## src/sv/lcw_pkg.sv

```systemverilog
// Shared constants and types for the load-cell window averager and weigher.
// No dependencies; imported by every module of the block but the port checker.
`timescale 1ns / 1ps

package lcw_pkg;

  localparam int RING_DEPTH = 255;
  localparam int RING_AW    = $clog2(RING_DEPTH);

  localparam int SAMPLE_W = 24;
  localparam int SUM_W    = 32;
  localparam int DIFF_W   = SAMPLE_W + 1;
  localparam int WEIGHT_W = 32;

  // Shared divider: for the weight divide the dividend holds |diff| * 2^32, divisor |counts_per_unit|
  localparam int DIV_DW = DIFF_W + 32;
  localparam int DIV_VW = 32;
  localparam int DIV_CW = $clog2(DIV_DW + 1);

  // Unit conversion
  localparam int KW     = 18;
  localparam int QC_W   = 41;
  localparam int MUL_AW = 24;
  localparam int PROD_W = MUL_AW + KW;
  localparam int ACC_W  = QC_W + KW;

  localparam logic [KW-1:0] KG_TO_LB_Q16 = KW'(144482);
  localparam logic [KW-1:0] LB_TO_KG_Q16 = KW'(29727);

  typedef enum logic [2:0] {
    CFG_WINDOW_LENGTH    = 3'd0,
    CFG_TARE_OFFSET      = 3'd1,
    CFG_COUNTS_PER_UNIT  = 3'd2,
    CFG_DISPLAY_UNIT     = 3'd3,
    CFG_CALIBRATION_UNIT = 3'd4
  } cfg_idx_t;

  typedef struct packed {
    logic busy;
    logic done;
  } div_stat_t;

endpackage

```

## src/sv/lcw_div.sv

```systemverilog
// Shared restoring divider, one quotient bit per cycle, unsigned operands.
// Runs a given number of steps; the quotient sits in the low bits afterwards.
`timescale 1ns / 1ps

module lcw_div import lcw_pkg::*; (
  input  logic              clk,
  input  logic              rst_n,
  input  logic              start,
  input  logic [DIV_DW-1:0] dividend,
  input  logic [DIV_VW-1:0] divisor,
  input  logic [DIV_CW-1:0] steps,
  output div_stat_t         stat,
  output logic [DIV_DW-1:0] quotient
);

  logic [DIV_VW-1:0] rem_r;
  logic [DIV_DW-1:0] quo_r;
  logic [DIV_VW-1:0] dvs_r;
  logic [DIV_CW-1:0] cnt_r;
  logic              busy_r;
  logic              done_r;
  logic [DIV_VW:0]   rem_sh;
  logic              ge;
  logic [DIV_VW-1:0] rem_nxt;
  logic [DIV_DW-1:0] quo_nxt;

  always_comb begin
    rem_sh  = {rem_r, quo_r[DIV_DW-1]};
    ge      = rem_sh >= {1'b0, dvs_r};
    rem_nxt = ge ? DIV_VW'(rem_sh - {1'b0, dvs_r}) : rem_sh[DIV_VW-1:0];
    quo_nxt = {quo_r[DIV_DW-2:0], ge};
  end

  always_ff @(posedge clk) begin
    if (!rst_n) begin
      busy_r <= 1'b0;
      done_r <= 1'b0;
      cnt_r  <= '0;
      rem_r  <= '0;
      quo_r  <= '0;
      dvs_r  <= '0;
    end else begin
      done_r <= 1'b0;
      if (start) begin
        busy_r <= 1'b1;
        rem_r  <= '0;
        quo_r  <= dividend;
        dvs_r  <= divisor;
        cnt_r  <= steps;
      end else if (busy_r) begin
        rem_r <= rem_nxt;
        quo_r <= quo_nxt;
        cnt_r <= cnt_r - 1'b1;
        if (cnt_r == DIV_CW'(1)) begin
          busy_r <= 1'b0;
          done_r <= 1'b1;
        end
      end
    end
  end

  assign stat.busy = busy_r;
  assign stat.done = done_r;
  assign quotient  = quo_r;

endmodule

```

## config.mk

```make
export PLATFORM = sky130hd
export DESIGN_NAME = lcw_div
export DESIGN_NICKNAME = d
export VERILOG_FILES = /design/src/sv/lcw_pkg.sv /design/src/sv/lcw_div.sv
export SDC_FILE = /design/constraint.sdc
export NUM_CORES = 1
export LEC_CHECK = 0
export BUFFER_PORTS_ARGS = -buffer_cell sky130_fd_sc_hd__buf_4
export CAP_MARGIN = 40
export CORE_MARGIN = 2
export CORE_UTILIZATION = 55
export DETAILED_ROUTE_END_ITERATION = 12
export PLACE_DENSITY = 0.9
export SYNTH_ARGS = -nofsm -noshare
export SYNTH_HDL_FRONTEND = slang
export SYNTH_SLANG_ARGS = --single-unit
```

## constraint.sdc

```tcl
create_clock -name clk -period 3.6 [get_ports clk]
set_input_delay 0.54 -clock clk [delete_from_list [all_inputs] [get_ports clk]]
set_output_delay 0.54 -clock clk [all_outputs]
set_load 0.05 [all_outputs]
```

; ---- After elaboration in Yosys (flattened, before gate mapping)
; Index checks and enable logic that the tools add are counted.
[word_totals]
regBits = 129
input_bits = 98
output_inout_bits = 59
word_cells = 24
[op_classes]
addsub = 2
magnitude_cmp = 1
eq_ne = 1
muxes = 9
n_bitwise = 2
n_reduce_logical = 3
[ops]
columns = operator, count
row1 = two-way mux 57 bit, 2
row2 = greater-or-equal comparator 33 x 32 -> 1 bit, 1
row3 = two-way mux 32 bit, 1
row4 = subtractor 32 bit, 1
row5 = two-way mux 6 bit, 2
row6 = == test 6 x 1 -> 1 bit (second input constant), 1
row7 = subtractor 6 x 1 -> 6 bit (second input constant), 1
row8 = two-way mux 1 bit, 4
row9 = OR reduction 3 bit, 1
row10 = NOT 1 bit, 2
row11 = nonzero test 2 bit, 1
row12 = OR reduction 2 bit, 1

; ---- Logic depth before layout (Yosys ltp)
[logic_depth]
ltp_word = 4
mapped_depth = 13

; ---- Least setup slack after synthesis
; OpenSTA, ideal clock, no wires.
[synth_path]
path_type = register to register
startpoint = reg quo_r[56], in the netlist quotient[56]
endpoint = reg rem_r[30]
arrival_ns = 2.839
setup_slack_ns = 0.685
stages_incl_launch_ff = 13
path_buffers = 0
period_less_slack_ns = 2.915
cell_sequence = dfxtp_1 inv_1 ha_1 fa_1 nor2b_1 nor2_1 o21ai_0 a21boi_0 o221ai_1 a21bo_2 a21oi_1 xor2_1 o21ai_0
[synth_between]
elab_chain_len = 2
elab_cells_between_ends = 3
classes_between = add/sub (1) / order compare (1) / mux (1)
[synth_lines]
columns = element, line
row1 = start: declaration, lcw_div.sv:17  ; logic [DIV_DW-1:0] quo_r;
row2 = start signal: assignment, lcw_div.sv:47  ; quo_r <= dividend;
row3 = start signal: assignment, lcw_div.sv:52  ; quo_r <= quo_nxt;
row4 = subtractor 32 bit or greater-or-equal comparator 33 x 32 -> 1 bit (tied branches), "lcw_div.sv:30, lcw_div.sv:29"
row5 = two-way mux 32 bit (*), lcw_div.sv:30  ; rem_nxt = ge ? DIV_VW'(rem_sh - {1'b0, dvs_r}) : rem_sh[DIV_VW-1:0];
row6 = end signal: assignment, lcw_div.sv:51  ; rem_r <= rem_nxt;
row7 = end: declaration, lcw_div.sv:16  ; logic [DIV_VW-1:0] rem_r;
; Every way passes the cells marked *; elsewhere a longest branch is shown, timed or not.
; A chain may end at the register's enable or synchronous reset.

; ---- Worst setup path after layout
; Same ends and word-level chain as after synthesis.

==> impl_metrics.json <==
{
  "synth_top_family_by_area": "simple AND/OR/NAND/NOR gates",
  "slew_headroom_pct": 45.19,
  "max_clock_freq_ghz": 0.3356,
  "drive_above_1_share_pct": 19.58,
  "synth-seq-cells": 129,
  "area_growth_pct": 25.17,
  "path_class": "flop to flop",
  "drtIter0Drc": 317,
  "reg2reg_from": "quotient[56]",
  "syn_inst": 903,
  "setup_violations": 0,
  "synth_fa_ha_area_share_pct": 6.010,
  "critPathCapture": "rem_r[30]",
  "reg2regPathDepth": 12,
  "dpl_cell_area_mm2": 0.008635,
  "dp_hpwl_um": 13080,
  "synth_mux_area_share_pct": 13.91,
  "drc": 0,
  "cp.arrival_ps": 3330,
  "hold_viol": 0,
  "fin_crit_ps": 2980,
  "diodes": 0,
  "p_per_area_mw_per_mm2": 483.3,
  "num_vias": 6740,
  "synth_cell_types": 54,
  "die_x_um": 120.1,
  "nNetsFinal": 1162,
  "cts_tree": "yes",
  "clk_path_buf_depth": 2,
  "status": "completed",
  "path_common_cell": "o21ai_0",
  "clk_latency_ps": 430,
  "grt_pass1_vias": 6706,
  "clock_skew_ps": 10.91,
  "gr-usage-all-layers_pct": 26.78,
  "cp-start-kind": "flop",
  "rsz0062_at_grt": "false",
  "path_buf_inv": 1,
  "hp-class": "input pin to flop",
  "cts_buffers": 17,
  "dieArea_mm2": 0.01442,
  "cp.depth": 12,
  "synth_compound_area_share_pct": 17.04,
  "worst_path_largest_cell_delay_ps": 440,
  "r2r_slack_ps": 620,
  "cap_viol_max_count": 0,
  "portBuffers": 156,
  "fin_area_mm2": 0.009276,
  "totalWireLength_um": 18580,
  "async_flop_share_pct": 0,
  "io_pins": 157,
  "clk_pin_slew_ps": 60,
  "synth_xor_xnor_area_share_pct": 4.136,
  "htree_levels": 4,
  "cts.sinks": 129,
  "core-area_mm2": 0.01319,
  "synth_area_per_cell_um2": 8.207,
  "clockRootBuffer": "clkbuf_16",
  "rows": 42,
  "die_h_um": 120.1,
  "ant_nets": 0,
  "post-cts-setup-buffers": 0,
  "finalSetupTns_ps": 0,
  "fin_util_pct": 70.33,
  "finalMaxSlewViolations": 0,
  "syn_area_mm2": 0.007411,
  "viasPerCell": 5.534,
  "antenna_found_initial": 0,
  "dr.pass1.iters": 5,
  "place_congestion": 0.9358,
  "grt_start_max_net_pins": 87,
  "overflow": 0,
  "cp-end-kind": "flop",
  "holdBufCountCts": 0,
  "grt_pass1_wl_um": 31260,
  "reg2reg_to": "rem_r[30]",
  "synth-simple-area-share_pct": 18.35,
  "routedWlPerCell_um": 15.25,
  "crit_path_top_delay_cell": "o221ai_1",
  "path_max_fanout": 4,
  "synth_warnings": 0,
  "ys.flop_type": "dfxtp_1",
  "synth.yosys.seq_area_share_pct": 34.85,
  "fin_crit_sh_pct": 82.77,
  "start_util_pct": 56.18,
  "required_ps": 3950,
  "synth_edf_count": 0,
  "worst_pin_slew_ps": 822.1,
  "ir_drop_mv": 0.3434,
  "p_leak_nw": 4.116,
  "path_cells": "inv_1 -> ha_1 -> fa_1 -> nor2b_1 -> nor2_1 -> o21ai_0 -> a21boi_0 -> o221ai_1 -> a21bo_2 -> a21oi_1 -> xor2_1 -> o21ai_0",
  "post_cts_resized": 0,
  "synthesis.nets": 1036,
  "cp-startpoint": "quotient[56]",
  "cp_top_family": "compound AO/OA/AOI/OAI gates"
}
[cells in the final DEF, fill, tap and decap left out, types with 2 or more instances in the layout]
cell type    n
o21a_1       2
a211oi_1     3
nor3_1       9
o21ai_1      5
ha_1        34
bufinv_16    3
nand2b_1     4
nand2_1     96
a21oi_1     59
mux2i_1    103
buf_4      164
clkinv_4     3
a31oi_1      4
a21boi_0     3
o211ai_1     2
a21o_1       6
nor4_1       3
nand3_1     18
o21bai_1     6
a31o_2       2
nor2b_1     36
nand4_1     11
clkbuf_16   18
xnor2_1     21
inv_6        2
clkbuf_8     3
nor2_1      29
o21ai_0    112
and2_1      62
inv_1       48
dfxtp_1    128
o221ai_1     3
xor2_1      14
[cells in the mapped netlist, types with 18 or more instances]
master,number,area share (%)
dfxtp_1,129,35
o21ai_0,112,7.6
mux2i_1,103,14
nand2_1,96,4.9
and2_1,62,5.2
a21oi_1,59,4.0
inv_1,48,2.4
clkbuf_1,45,2.3
nor2b_1,36,3.0
ha_1,34,5.7
nor2_1,29,1.5
xnor2_1,21,2.5
nand3_1,18,1.2
[metrics by stage]
stage          total power [W]  hold slack, ps  setup WS (ps)  instances
2_1_floorplan         0.002361           435.3          684.7        903
3_3_place_gp          0.002622           445.0          771.9       1186
3_5_place_dp          0.002648           457.9          635.0       1186
4_1_cts               0.004503           341.4          622.2       1218
5_1_grt               0.004684           352.5          234.1       1218
6_report              0.004483           343.5          620.3       1218
[logic make-up (layout without fill, tap and decap cells)]
family	count (synthesis)	in the layout
adders and majority gates	35	35
DFF	129	129
buffers and inverters	106	245
muxes	103	103
and+or+nand+nor	272	272
xor gates and xnor gates	35	35
AOI/OAI and AO/OA	223	223
[tightest hold or removal path, delay by kind of cell]
family / cells / cell delay (ps)
buf+inv: 1 / 80
compound gates: 1 / 60
simple gates: 1 / 60
[cell type report]
class                      count  area (um^2)
clock inverter                10        146.4
multi-input combinational    668         4413
clock buffer                  22        495.5
fill                         994         3914
inverter                      49        183.9
sequential                   129         2586
tap                          176        220.2
timing repair buffer         164         1231
[flip-flops by register name, indices dropped and copies added, names as in the netlist]
register  cells
cnt_r         6
rem_r        32
done_r        1
dvs_r        32
quotient     57
busy_r        1
[per-layer routing]
| metal | global-route usage (%) | vias up | wire length (um) |
|---|---|---|---|
| li1 | - | 3350 | - |
| met1 | 31.13 | 3132 | 7611 |
| met2 | 45.03 | 231 | 9068 |
| met3 | 9.791 | 27 | 1611 |
| met4 | 9.853 | 0 | 289 |
| met5 | 0 | - | 0 |
[worst min path at each step]
stage | start | to | slack, ps | cells past startpoint
floorplan | rem_r[31] | rem_r[31] | 440 | 2
global placement | rem_r[31] | rem_r[31] | 440 | 2
detailed placement | rem_r[31] | rem_r[31] | 460 | 2
CTS | dividend[0] | quotient[0] | 340 | 3
global route | dividend[0] | quotient[0] | 350 | 3
finish | dividend[0] | quotient[0] | 340 | 3
[power by group]
part | switching, W | internal, W
combinational | 0.000609 | 0.000441
sequential | 0.0000733 | 0.00151
clock | 0.000661 | 0.00119
total | 0.00134 | 0.00314
(Power assumes the default switching activity.)
